===== config.mk =====
export PLATFORM = sky130hd
export DESIGN_NAME = lift_motion_sequencer
export DESIGN_NICKNAME = d
export VERILOG_FILES = /design/src/sv/lms_pkg.sv /design/src/sv/lms_divider.sv /design/src/sv/lift_motion_sequencer.sv
export VERILOG_INCLUDE_DIRS = /design/src /design/src/sv
export SDC_FILE = /design/constraint.sdc
export NUM_CORES = 2
export LEC_CHECK = 0
export ABC_AREA = 1
export ABC_CLOCK_PERIOD_IN_PS = 5900
export BUFFER_PORTS_ARGS = -buffer_cell sky130_fd_sc_hd__buf_4
export CORE_MARGIN = 2
export CORE_UTILIZATION = 51
export CTS_BUF_LIST = sky130_fd_sc_hd__clkbuf_8 sky130_fd_sc_hd__clkbuf_16
export CTS_CLUSTER_SIZE = 28
export DETAILED_ROUTE_END_ITERATION = 7
export PLACE_DENSITY_LB_ADDON = 0.08
export SKIP_CTS_REPAIR_TIMING = 1
export SYNTH_ARGS = -nofsm -noshare
export SYNTH_HDL_FRONTEND = slang
export SYNTH_SLANG_ARGS = --single-unit

===== constraint.sdc =====
create_clock -name i_clk -period 5.9 [get_ports i_clk]
set_input_delay 1.18 -clock i_clk [delete_from_list [all_inputs] [get_ports i_clk]]
set_output_delay 1.18 -clock i_clk [all_outputs]
set_load 0.02 [all_outputs]

===== src/sv/assert_macros.svh =====
// Assertion helpers for the RTL; included by lift_motion_sequencer.sv.
`ifndef ASSERT_MACROS_SVH
`define ASSERT_MACROS_SVH

`ifndef ASSERT_OFF

// Check cons in the same cycle as ante.
`define ASSERT_IMPLY(lbl, clk, rst_n, ante, cons) \
    lbl: assert property (@(posedge clk) disable iff (!rst_n) (ante) |-> (cons)) \
        else $error("assertion failed");

// Check cons in the cycle after ante.
`define ASSERT_NEXT(lbl, clk, rst_n, ante, cons) \
    lbl: assert property (@(posedge clk) disable iff (!rst_n) (ante) |=> (cons)) \
        else $error("assertion failed");

`else

`define ASSERT_IMPLY(lbl, clk, rst_n, ante, cons)
`define ASSERT_NEXT(lbl, clk, rst_n, ante, cons)

`endif

`endif


===== src/sv/lms_pkg.sv =====
`default_nettype none

package lms_pkg;

    localparam int LMS_DRUM_DIAMETER_MM = 30;
    localparam int LMS_DIST_NUM         = 1256;
    localparam int LMS_DELTA_W          = 33;
    localparam int LMS_DIVIDEND_W       =
        LMS_DELTA_W + $clog2(LMS_DRUM_DIAMETER_MM * LMS_DIST_NUM + 1);
    localparam int LMS_DIVISOR_W        = 23;
    localparam int LMS_QUOT_W           = 32;
    localparam int LMS_DIV_STEPS        = LMS_QUOT_W / 2;
    localparam int LMS_CFG_IDX_W        = 3;
    localparam int LMS_CFG_DATA_W       = 32;

    localparam logic [LMS_DIVISOR_W-1:0] LMS_PPT_SCALE     = 23'd100;
    localparam logic [LMS_DIVISOR_W-1:0] LMS_PPT_RESET_DIV = 23'd51200;
    localparam logic [LMS_DIVISOR_W-1:0] LMS_THR_DIVISOR   = 23'd5;

    localparam logic [LMS_CFG_IDX_W-1:0] CFG_TARGET_MM       = 3'd0;
    localparam logic [LMS_CFG_IDX_W-1:0] CFG_DESCENT_PROFILE = 3'd1;
    localparam logic [LMS_CFG_IDX_W-1:0] CFG_START_IN_RUN    = 3'd2;
    localparam logic [LMS_CFG_IDX_W-1:0] CFG_ENCODER_REF     = 3'd3;
    localparam logic [LMS_CFG_IDX_W-1:0] CFG_PULSES_PER_TURN = 3'd4;

    localparam logic [31:0] LMS_HOLD_MS      = 32'd5000;
    localparam logic [31:0] LMS_PULSE_OFF_MS = 32'd10000;
    localparam logic [31:0] LMS_PULSE_END_MS = 32'd10100;

    localparam logic signed [11:0] LMS_BRAKE_HOLD = -12'sd2000;
    localparam logic signed [11:0] LMS_BRAKE_FREE = 12'sd2000;

    localparam logic signed [14:0] LMS_DUTY_UP_FULL   = -15'sd10000;
    localparam logic signed [14:0] LMS_DUTY_UP_SLOW   = -15'sd5000;
    localparam logic signed [14:0] LMS_DUTY_DOWN_FULL = 15'sd10000;
    localparam logic signed [14:0] LMS_DUTY_DOWN_SLOW = 15'sd5000;

    typedef enum logic [3:0] {
        MODE_BOTTOM_STOP   = 4'd0,
        MODE_TOP_REACHED   = 4'd1,
        MODE_TOP_HOLD      = 4'd2,
        MODE_RUN_START     = 4'd3,
        MODE_START_HOLD    = 4'd4,
        MODE_CLIMB_FREE    = 4'd5,
        MODE_CLIMB_LOW     = 4'd6,
        MODE_CLIMB_MID     = 4'd7,
        MODE_CLIMB_HIGH    = 4'd8,
        MODE_VERT_START    = 4'd9,
        MODE_VERT_PULSE    = 4'd10,
        MODE_INCLINE_START = 4'd11,
        MODE_INCLINE_FAST  = 4'd12,
        MODE_INCLINE_SLOW  = 4'd13,
        MODE_DEBUG         = 4'd14
    } t_mode;

    typedef enum logic [2:0] {
        S_IDLE,
        S_MUL,
        S_DIV,
        S_POST,
        S_STEP
    } t_state;

    typedef struct packed {
        logic start;
    } t_div_ctl;

    typedef struct packed {
        logic busy;
        logic done;
        logic ovf;
    } t_div_sts;

endpackage

`default_nettype wire


===== src/sv/lms_divider.sv =====
`default_nettype none

module lms_divider #(
    parameter int DIVIDEND_W = lms_pkg::LMS_DIVIDEND_W,
    parameter int DIVISOR_W  = lms_pkg::LMS_DIVISOR_W
) (
    input  logic                            i_clk,
    input  logic                            i_rst_n,
    input  lms_pkg::t_div_ctl               i_ctl,
    input  logic [DIVIDEND_W-1:0]           i_dividend,
    input  logic [DIVISOR_W-1:0]            i_divisor,
    output logic [lms_pkg::LMS_QUOT_W-1:0]  o_quot,
    output lms_pkg::t_div_sts               o_sts
);
    import lms_pkg::*;

    localparam int REM_W = DIVISOR_W + 1;
    localparam int CNT_W = $clog2(LMS_DIV_STEPS);
    localparam logic [CNT_W-1:0] CNT_LAST = CNT_W'(LMS_DIV_STEPS - 1);

    logic                  r_busy;
    logic [CNT_W-1:0]      r_cnt;
    logic                  r_ovf;
    logic [REM_W-1:0]      r_rem;
    logic [LMS_QUOT_W-1:0] r_low;
    logic [LMS_QUOT_W-1:0] r_quot;
    logic [DIVISOR_W-1:0]  r_dvs;

    logic [DIVIDEND_W-1:0] w_high;
    logic [REM_W-1:0]      w_dvs_ext;
    logic [REM_W-1:0]      w_t1;
    logic [REM_W-1:0]      w_r1;
    logic [REM_W-1:0]      w_t2;
    logic [REM_W-1:0]      w_r2;
    logic                  w_ge1;
    logic                  w_ge2;

    assign w_high    = i_dividend >> LMS_QUOT_W;
    assign w_dvs_ext = {1'b0, r_dvs};

    always_comb begin
        w_t1  = {r_rem[REM_W-2:0], r_low[LMS_QUOT_W-1]};
        w_ge1 = (w_t1 >= w_dvs_ext);
        w_r1  = w_ge1 ? (w_t1 - w_dvs_ext) : w_t1;
        w_t2  = {w_r1[REM_W-2:0], r_low[LMS_QUOT_W-2]};
        w_ge2 = (w_t2 >= w_dvs_ext);
        w_r2  = w_ge2 ? (w_t2 - w_dvs_ext) : w_t2;
    end

    always_ff @(posedge i_clk) begin
        if (!i_rst_n) begin
            r_busy <= 1'b0;
            r_cnt  <= '0;
        end else if (i_ctl.start) begin
            r_busy <= 1'b1;
            r_cnt  <= '0;
        end else if (r_busy) begin
            r_cnt <= r_cnt + 1'b1;
            if (r_cnt == CNT_LAST) begin
                r_busy <= 1'b0;
            end
        end
    end

    always_ff @(posedge i_clk) begin
        if (i_ctl.start) begin
            r_ovf  <= (w_high >= DIVIDEND_W'(i_divisor));
            r_rem  <= REM_W'(w_high);
            r_low  <= i_dividend[LMS_QUOT_W-1:0];
            r_dvs  <= i_divisor;
            r_quot <= '0;
        end else if (r_busy) begin
            r_rem  <= w_r2;
            r_low  <= {r_low[LMS_QUOT_W-3:0], 2'b00};
            r_quot <= {r_quot[LMS_QUOT_W-3:0], w_ge1, w_ge2};
        end
    end

    assign o_quot     = r_quot;
    assign o_sts.busy = r_busy;
    assign o_sts.done = r_busy && (r_cnt == CNT_LAST);
    assign o_sts.ovf  = r_ovf;

endmodule

`default_nettype wire


===== src/sv/lift_motion_sequencer.sv =====
// Each input beat passes S_MUL, S_DIV, S_POST and S_STEP before its result beat;
// in modes 4, 6 and 11 a second divide forms the next distance threshold.
// Ticks are taken only in S_IDLE; both divides share the two-bit-per-cycle divider.
// Reset: synchronous, active low; mode 14 (debug), pulses per turn 512, state idle,
// other control registers zero; datapath and output data registers are not reset.
`default_nettype none

module lift_motion_sequencer #(
    parameter int DRUM_DIAMETER_MM = lms_pkg::LMS_DRUM_DIAMETER_MM
) (
    input  logic                               i_clk,
    input  logic                               i_rst_n,

    input  logic                               i_in_valid,
    output logic                               o_in_stall,
    input  logic signed [31:0]                 i_encoder_count,
    input  logic [31:0]                        i_now_ms,
    input  logic                               i_top_limit_rise,
    input  logic                               i_bottom_limit_rise,

    output logic                               o_out_valid,
    input  logic                               i_out_stall,
    output logic                               o_send_commands,
    output logic signed [11:0]                 o_brake_current_ma,
    output logic signed [14:0]                 o_drive_duty,
    output logic [3:0]                         o_mode_code,
    output logic signed [31:0]                 o_distance_q4,

    input  logic                               i_cfg_valid,
    output logic                               o_cfg_ready,
    input  logic [lms_pkg::LMS_CFG_IDX_W-1:0]  i_cfg_index,
    input  logic [lms_pkg::LMS_CFG_DATA_W-1:0] i_cfg_data
);
    import lms_pkg::*;

`include "assert_macros.svh"

    localparam int K_W   = $clog2(DRUM_DIAMETER_MM * LMS_DIST_NUM + 1);
    localparam int DVD_W = LMS_DELTA_W + K_W;
    localparam logic [K_W-1:0] DIST_K = K_W'(DRUM_DIAMETER_MM * LMS_DIST_NUM);

    t_state                   r_state, n_state;
    t_mode                    r_mode, n_mode;
    logic [31:0]              r_phase_ms, n_phase_ms;
    logic signed [31:0]       r_climb_thr, n_climb_thr;

    logic signed [20:0]       r_target, n_target;
    logic                     r_descent, n_descent;
    logic signed [31:0]       r_enc_ref, n_enc_ref;
    logic [LMS_DIVISOR_W-1:0] r_ppt_div, n_ppt_div;

    logic [31:0]              r_now, n_now;
    logic                     r_neg, n_neg;
    logic [LMS_DELTA_W-1:0]   r_mag, n_mag;
    logic                     r_pass, n_pass;
    logic signed [31:0]       r_dist, n_dist;
    logic signed [31:0]       r_thr_new, n_thr_new;
    logic [DVD_W-1:0]         r_dvd, n_dvd;
    logic [LMS_DIVISOR_W-1:0] r_dvs, n_dvs;
    logic                     r_div_start, n_div_start;

    logic                     r_out_valid, n_out_valid;
    logic                     r_o_send, n_o_send;
    logic signed [11:0]       r_o_brake, n_o_brake;
    logic signed [14:0]       r_o_duty, n_o_duty;
    logic [3:0]               r_o_mode, n_o_mode;
    logic signed [31:0]       r_o_dist, n_o_dist;

    logic [LMS_DELTA_W-1:0]   w_delta;
    logic [DVD_W-1:0]         w_prod;
    logic [15:0]              w_ppt_eff;
    logic [LMS_DIVISOR_W-1:0] w_ppt_div;
    logic [LMS_QUOT_W-1:0]    w_quot;
    t_div_ctl                 w_div_ctl;
    t_div_sts                 w_div_sts;
    logic [31:0]              w_dist_sat;
    logic [20:0]              w_tgt_mag;
    logic [DVD_W-1:0]         w_thr_dvd;
    logic                     w_thr_needed;
    logic [31:0]              w_thr_signed;
    logic signed [31:0]       w_tgt16;

    logic [31:0]              w_elapsed;
    t_mode                    w_step_mode;
    logic [31:0]              w_step_phase;
    logic signed [31:0]       w_step_thr;
    logic                     w_send;
    logic signed [11:0]       w_brake;
    logic signed [14:0]       w_duty;

    assign o_in_stall  = (r_state != S_IDLE);
    assign o_cfg_ready = (r_state == S_IDLE);

    assign w_delta   = {i_encoder_count[31], i_encoder_count} - {r_enc_ref[31], r_enc_ref};
    assign w_prod    = {{K_W{1'b0}}, r_mag} * {{LMS_DELTA_W{1'b0}}, DIST_K};
    assign w_ppt_eff = (i_cfg_data[15:0] == 16'd0) ? 16'd1 : i_cfg_data[15:0];
    assign w_ppt_div = LMS_DIVISOR_W'(w_ppt_eff) * LMS_PPT_SCALE;
    assign w_tgt16   = {{7{r_target[20]}}, r_target, 4'b0000};
    assign w_tgt_mag = r_target[20] ? (~r_target + 21'd1) : r_target;

    assign w_div_ctl.start = r_div_start;

    lms_divider #(
        .DIVIDEND_W (DVD_W),
        .DIVISOR_W  (LMS_DIVISOR_W)
    ) u_div (
        .i_clk      (i_clk),
        .i_rst_n    (i_rst_n),
        .i_ctl      (w_div_ctl),
        .i_dividend (r_dvd),
        .i_divisor  (r_dvs),
        .o_quot     (w_quot),
        .o_sts      (w_div_sts)
    );

    always_comb begin
        if (r_neg) begin
            w_dist_sat = (w_div_sts.ovf || (w_quot > 32'h8000_0000)) ?
                         32'h8000_0000 : (~w_quot + 32'd1);
        end else begin
            w_dist_sat = (w_div_sts.ovf || w_quot[31]) ? 32'h7FFF_FFFF : w_quot;
        end
        w_thr_signed = r_target[20] ? (~w_quot + 32'd1) : w_quot;
    end

    always_comb begin
        w_thr_needed = 1'b1;
        case (r_mode)
            MODE_START_HOLD:    w_thr_dvd = DVD_W'({w_tgt_mag, 4'b0000});
            MODE_CLIMB_LOW:     w_thr_dvd = DVD_W'({w_tgt_mag, 6'b000000});
            MODE_INCLINE_START: w_thr_dvd = DVD_W'({w_tgt_mag, 3'b000});
            default: begin
                w_thr_dvd    = '0;
                w_thr_needed = 1'b0;
            end
        endcase
    end

    always_comb begin
        w_elapsed    = r_now - r_phase_ms;
        w_step_mode  = r_mode;
        w_step_phase = r_phase_ms;
        w_step_thr   = r_climb_thr;
        w_send       = 1'b1;
        w_brake      = '0;
        w_duty       = '0;
        case (r_mode)
            MODE_BOTTOM_STOP: begin
                w_brake = LMS_BRAKE_HOLD;
            end
            MODE_TOP_REACHED: begin
                w_send       = 1'b0;
                w_step_phase = r_now;
                w_step_mode  = MODE_TOP_HOLD;
            end
            MODE_TOP_HOLD: begin
                w_brake = LMS_BRAKE_HOLD;
                if (w_elapsed > LMS_HOLD_MS) begin
                    w_step_mode = r_descent ? MODE_INCLINE_START : MODE_VERT_START;
                end
            end
            MODE_RUN_START: begin
                w_send       = 1'b0;
                w_step_phase = r_now;
                w_step_mode  = MODE_START_HOLD;
            end
            MODE_START_HOLD: begin
                w_brake = LMS_BRAKE_HOLD;
                if (w_elapsed > LMS_HOLD_MS) begin
                    w_step_mode = MODE_CLIMB_LOW;
                    w_step_thr  = r_thr_new;
                end
            end
            MODE_CLIMB_FREE: begin
                w_brake = LMS_BRAKE_FREE;
                w_duty  = LMS_DUTY_UP_FULL;
            end
            MODE_CLIMB_LOW: begin
                w_brake = LMS_BRAKE_FREE;
                w_duty  = LMS_DUTY_UP_SLOW;
                if (r_dist > r_climb_thr) begin
                    w_step_mode = MODE_CLIMB_MID;
                    w_step_thr  = r_thr_new;
                end
            end
            MODE_CLIMB_MID: begin
                w_brake = LMS_BRAKE_FREE;
                w_duty  = LMS_DUTY_UP_FULL;
                if (r_dist > r_climb_thr) begin
                    w_step_mode = MODE_CLIMB_HIGH;
                end
            end
            MODE_CLIMB_HIGH: begin
                w_brake = LMS_BRAKE_FREE;
                w_duty  = LMS_DUTY_UP_SLOW;
                if (r_dist > w_tgt16) begin
                    w_step_mode = MODE_TOP_REACHED;
                end
            end
            MODE_VERT_START: begin
                w_send       = 1'b0;
                w_step_phase = r_now;
                w_step_mode  = MODE_VERT_PULSE;
            end
            MODE_VERT_PULSE: begin
                w_brake = LMS_BRAKE_HOLD;
                if (w_elapsed > LMS_PULSE_OFF_MS) begin
                    w_brake = LMS_BRAKE_FREE;
                    if (w_elapsed > LMS_PULSE_END_MS) begin
                        w_step_phase = r_now;
                    end
                end
            end
            MODE_INCLINE_START: begin
                w_send       = 1'b0;
                w_step_phase = r_now;
                w_step_mode  = MODE_INCLINE_FAST;
                w_step_thr   = r_thr_new;
            end
            MODE_INCLINE_FAST: begin
                w_brake = LMS_BRAKE_FREE;
                w_duty  = LMS_DUTY_DOWN_FULL;
                if (r_dist < r_climb_thr) begin
                    w_step_mode = MODE_INCLINE_SLOW;
                end
            end
            MODE_INCLINE_SLOW: begin
                w_brake = LMS_BRAKE_FREE;
                w_duty  = LMS_DUTY_DOWN_SLOW;
                if (r_dist < 32'sd0) begin
                    w_step_mode = MODE_BOTTOM_STOP;
                end
            end
            default: begin
                w_step_mode = MODE_DEBUG;
                w_brake     = LMS_BRAKE_FREE;
            end
        endcase
    end

    always_comb begin
        n_state     = r_state;
        n_mode      = r_mode;
        n_phase_ms  = r_phase_ms;
        n_climb_thr = r_climb_thr;
        n_target    = r_target;
        n_descent   = r_descent;
        n_enc_ref   = r_enc_ref;
        n_ppt_div   = r_ppt_div;
        n_now       = r_now;
        n_neg       = r_neg;
        n_mag       = r_mag;
        n_pass      = r_pass;
        n_dist      = r_dist;
        n_thr_new   = r_thr_new;
        n_dvd       = r_dvd;
        n_dvs       = r_dvs;
        n_div_start = 1'b0;
        n_out_valid = r_out_valid && i_out_stall;
        n_o_send    = r_o_send;
        n_o_brake   = r_o_brake;
        n_o_duty    = r_o_duty;
        n_o_mode    = r_o_mode;
        n_o_dist    = r_o_dist;

        case (r_state)
            S_IDLE: begin
                if (i_cfg_valid) begin
                    case (i_cfg_index)
                        CFG_TARGET_MM:       n_target  = i_cfg_data[20:0];
                        CFG_DESCENT_PROFILE: n_descent = i_cfg_data[0];
                        CFG_START_IN_RUN:    n_mode    = i_cfg_data[0] ? MODE_RUN_START
                                                                       : MODE_DEBUG;
                        CFG_ENCODER_REF:     n_enc_ref = i_cfg_data;
                        CFG_PULSES_PER_TURN: n_ppt_div = w_ppt_div;
                        default: ;
                    endcase
                end
                if (i_in_valid) begin
                    n_now  = i_now_ms;
                    n_neg  = w_delta[LMS_DELTA_W-1];
                    n_mag  = w_delta[LMS_DELTA_W-1] ? (~w_delta + 1'b1) : w_delta;
                    n_pass = 1'b0;
                    if (i_bottom_limit_rise) begin
                        n_mode     = MODE_BOTTOM_STOP;
                        n_phase_ms = i_now_ms;
                    end else if (i_top_limit_rise) begin
                        n_mode     = MODE_TOP_REACHED;
                        n_phase_ms = i_now_ms;
                    end
                    n_state = S_MUL;
                end
            end
            S_MUL: begin
                n_dvd       = w_prod;
                n_dvs       = r_ppt_div;
                n_div_start = 1'b1;
                n_state     = S_DIV;
            end
            S_DIV: begin
                if (w_div_sts.done) begin
                    n_state = S_POST;
                end
            end
            S_POST: begin
                if (!r_pass) begin
                    n_dist = w_dist_sat;
                    if (w_thr_needed) begin
                        n_dvd       = w_thr_dvd;
                        n_dvs       = LMS_THR_DIVISOR;
                        n_div_start = 1'b1;
                        n_pass      = 1'b1;
                        n_state     = S_DIV;
                    end else begin
                        n_state = S_STEP;
                    end
                end else begin
                    n_thr_new = w_thr_signed;
                    n_state   = S_STEP;
                end
            end
            S_STEP: begin
                if (!r_out_valid || !i_out_stall) begin
                    n_mode      = w_step_mode;
                    n_phase_ms  = w_step_phase;
                    n_climb_thr = w_step_thr;
                    n_out_valid = 1'b1;
                    n_o_send    = w_send;
                    n_o_brake   = w_brake;
                    n_o_duty    = w_duty;
                    n_o_mode    = w_step_mode;
                    n_o_dist    = r_dist;
                    n_state     = S_IDLE;
                end
            end
            default: begin
                n_state = S_IDLE;
            end
        endcase
    end

    always_ff @(posedge i_clk) begin
        if (!i_rst_n) begin
            r_state     <= S_IDLE;
            r_mode      <= MODE_DEBUG;
            r_phase_ms  <= '0;
            r_climb_thr <= '0;
            r_target    <= '0;
            r_descent   <= 1'b0;
            r_enc_ref   <= '0;
            r_ppt_div   <= LMS_PPT_RESET_DIV;
            r_pass      <= 1'b0;
            r_div_start <= 1'b0;
            r_out_valid <= 1'b0;
        end else begin
            r_state     <= n_state;
            r_mode      <= n_mode;
            r_phase_ms  <= n_phase_ms;
            r_climb_thr <= n_climb_thr;
            r_target    <= n_target;
            r_descent   <= n_descent;
            r_enc_ref   <= n_enc_ref;
            r_ppt_div   <= n_ppt_div;
            r_pass      <= n_pass;
            r_div_start <= n_div_start;
            r_out_valid <= n_out_valid;
        end
    end

    always_ff @(posedge i_clk) begin
        r_now     <= n_now;
        r_neg     <= n_neg;
        r_mag     <= n_mag;
        r_dist    <= n_dist;
        r_thr_new <= n_thr_new;
        r_dvd     <= n_dvd;
        r_dvs     <= n_dvs;
        r_o_send  <= n_o_send;
        r_o_brake <= n_o_brake;
        r_o_duty  <= n_o_duty;
        r_o_mode  <= n_o_mode;
        r_o_dist  <= n_o_dist;
    end

    assign o_out_valid        = r_out_valid;
    assign o_send_commands    = r_o_send;
    assign o_brake_current_ma = r_o_brake;
    assign o_drive_duty       = r_o_duty;
    assign o_mode_code        = r_o_mode;
    assign o_distance_q4      = r_o_dist;

    `ASSERT_NEXT(a_accept_to_mul, i_clk, i_rst_n, i_in_valid && !o_in_stall, r_state == S_MUL)
    `ASSERT_IMPLY(a_done_in_div, i_clk, i_rst_n, w_div_sts.done, r_state == S_DIV)
    `ASSERT_IMPLY(a_div_free_at_mul, i_clk, i_rst_n, r_state == S_MUL, !w_div_sts.busy)
    `ASSERT_IMPLY(a_thr_pass_mode, i_clk, i_rst_n, r_state == S_STEP && r_pass, r_mode == MODE_START_HOLD || r_mode == MODE_CLIMB_LOW || r_mode == MODE_INCLINE_START)
    `ASSERT_NEXT(a_step_loads_out, i_clk, i_rst_n, r_state == S_STEP && (!r_out_valid || !i_out_stall), r_out_valid && r_state == S_IDLE)

endmodule

`default_nettype wire


==> summary.txt <==
Floorplan
  – Initial Utilization: 0.5163
  – Core Box Area: 76080 sq um
  – Die Wd: 281.5 microns
  – Die span in y: 281.5 microns
  – Die area: 79260 sq um
  – # IOs: 173
  – # rows: 101

Setup path
  – Setup crit end kind: flop
  – Critical path class: flop to flop
  – WP data required: 6.33 ns
  – Kind of start point of the critical path: flop
  – Crit Path Max Fanout: 4
  – Arrival @ worst endpoint: 5.68 ns

CTS
  – Num Clock Sinks: 505
  – Clk buf depth: 3
  – Num CTS Buffers: 58
  – Worst-skew pair later-pin latency: 0.67 ns
  – Htree depth: 2
  – Clk root buf: clkbuf_16
  – TritonCTS clock tree: yes
  – Clock Pin Slew Worst Setup and Hold Paths: 0.06 ns

Synthesis
  – Post-synth EDFFs: 313
  – Top cell type by total area after synthesis: edfxtp_1
  – Leading cell types by count after synthesis: nand2_1, inv_1, ha_1
  – FFs w/ async S/R, synth: 0
  – Share of the synthesized area in the top cell type: 0.2393
  – Synth unique cells: 69
  – Synthesized area per cell: 7.847 sq um
  – Top cells by area, synth: edfxtp_1, ha_1, nand2_1
  – Flops & latches, synth: 505
  – Post-Syn Area: 39280 sq um
  – YS warnings: 0
  – Gate Count Post-Synth: 5006
  – Ys flop type: edfxtp_1
  – Sequential area share after synthesis: 0.3371
  – Most common cell in the netlist: nand2_1

Timing
  – RSZ-0062 raised after global routing: false
  – Worst-margin pin slew: 1.186 ns
  – Max Clk Rate: 0.1908 GHz
  – Rel. slew slack: 0.2061
  – Final setup margin: 0.6580 ns
  – Final setup fails: 0
  – Clock Skew: 0.07861 ns
  – Final Hold Fails: 0
  – Final period util: 0.8885
  – Final min period: 5.242 ns
  – Final Max Slew Viols: 0
  – TNS Setup: 0 ns

Global route
  – All-Layer GR Usage: 0.2862
  – Initial antenna violation count: 2
  – Global-route wire length before repair: 177.7 mm
  – Vias in the first global route: 32112
  – Largest net degree at the start of global routing: 72
  – GRT overflow: 0

Drt
  – Post-detailed-route wirelength per cell: 18.15 microns
  – DRC: 0
  – Initial drt markers: 2493
  – Vias: 33087
  – Final ANT Viol Nets: 0
  – Detailed-route wire length: 112.8 mm
  – TritonRoute pass-1 iters: 6
  – Vias per inst: 5.323

Placement
  – HPWL after detailed placement: 88.91 mm
  – Routability cong.: 0.9343
  – DP Worst Slack: 0.5281 ns
  – Port bufs: 165

Hold path
  – HP Class: flop to flop

Layout
  – Layout cells sized above 1: 0.07329
  – Register Area: 13240 sq um
  – Multi-input gate area: 22150 sq um
  – Synth-to-layout area growth: 10.83%
  – Filler cell count: 7270
  – Fin nets: 5775

Run status
  – Outcome: complete, no violations

Job
  – Max Cap Viol: 0
placed cells by master, fill, tap and decap left out, types with 10 or more instances in the layout:
cell type	instances
buf_4	199
o21a_1	15
o22ai_1	35
clkinv_1	10
clkbuf_16	58
xnor2_1	37
nand4_1	60
or2_2	15
nand3_1	214
dfxtp_1	191
o21ai_0	317
inv_1	881
a21oi_1	374
a21o_1	18
edfxtp_1	313
o211ai_1	14
o21bai_1	12
xor2_1	118
a21oi_2	22
nor4_1	18
nor2_1	363
mux2i_1	25
a31oi_1	31
nor3_1	49
nand2_1	1098
clkinv_2	10
ha_1	407
fa_1	127
sequential cells by signal (all words and copies together) (netlist names), 3 cells and up:
name / count
o_brake_current_ma: 3
o_distance_q4: 32
o_drive_duty: 6
o_mode_code: 4
r_climb_thr: 32
r_dist: 32
r_dvd: 46
r_dvs: 22
r_enc_ref: 32
r_mag: 33
r_mode: 4
r_now: 32
r_phase_ms: 32
r_ppt_div: 21
r_state: 3
r_target: 21
r_thr_new: 32
u_div.o_quot: 32
u_div.r_cnt: 4
u_div.r_dvs: 22
u_div.r_low: 29
u_div.r_rem: 23
final timing paths:
path	startpoint	to	slack, ns	cells after the start
min	r_phase_ms[2]	r_phase_ms[2]	0.46	2
max	r_mag[8]	r_dvd[47]	0.66	18
min reg2reg	r_phase_ms[2]	r_phase_ms[2]	0.46	2
max reg2reg	r_mag[8]	r_dvd[47]	0.66	18
per-layer routing:
layer / track usage / wire length, microns
met1: 0.4041 / 53170
met4: 0.07215 / 2829
met3: 0.02196 / 5067
met5: 0 / 0
met2: 0.4761 / 51770
worst max-delay path, cell delays in order (launching register included):
cell and delay, ns:
edfxtp_1 0.49, ha_1 0.40, ha_1 0.33, fa_1 0.46
fa_1 0.53, fa_1 0.49, ha_1 0.38, nand2_1 0.12
nor2_1 0.16, nand4_1 0.09, o21ai_0 0.42, a21oi_1 0.23
o211ai_1 0.31, nand2_1 0.09, nand2_1 0.13, nand2_1 0.07
nand2_1 0.07, o21ai_0 0.07, a21oi_1 0.22
cell type report:
class                           count  area share
Antenna cell                        1  0.00005748
Timing Repair Buffer              199     0.03432
Inverter                          881     0.07596
Multi-Input combinational cell   3490      0.5089
Tap cell                         1030     0.02960
Clock buffer                       64     0.03524
Sequential cell                   505      0.3042
Clock inverter                     46     0.01170
stage by stage:
stage / hold slack (ns) / utilization / cell area, sq um / std cells
after floorplan: 0.4264 / - / 39300 / 5012
after global placement: 0.4431 / 0.5453 / 41490 / 6105
after detailed placement: 0.4493 / 0.5453 / 41490 / 6105
after CTS: 0.4588 / 0.5722 / 43530 / 6215
after global routing: 0.4737 / 0.5722 / 43530 / 6216
final: 0.4564 / 0.5722 / 43530 / 6216
cell families (layout without fill, tap and decap cells):
family | after synthesis | in the layout | share of synthesized area
other cells | 1 | 8 | 0.00009547
buf+inv | 1017 | 1190 | 0.1013
fa+ha+maj | 534 | 534 | 0.1944
mux | 25 | 25 | 0.006371
simple gates | 1879 | 1879 | 0.2003
compound gates | 889 | 889 | 0.1255
flops | 505 | 505 | 0.3371
xor+xnor | 156 | 156 | 0.03497
Power is left out: the tool's default activity adds up to more than one toggle a clock period on the data nets, which glitch-free logic cannot reach.
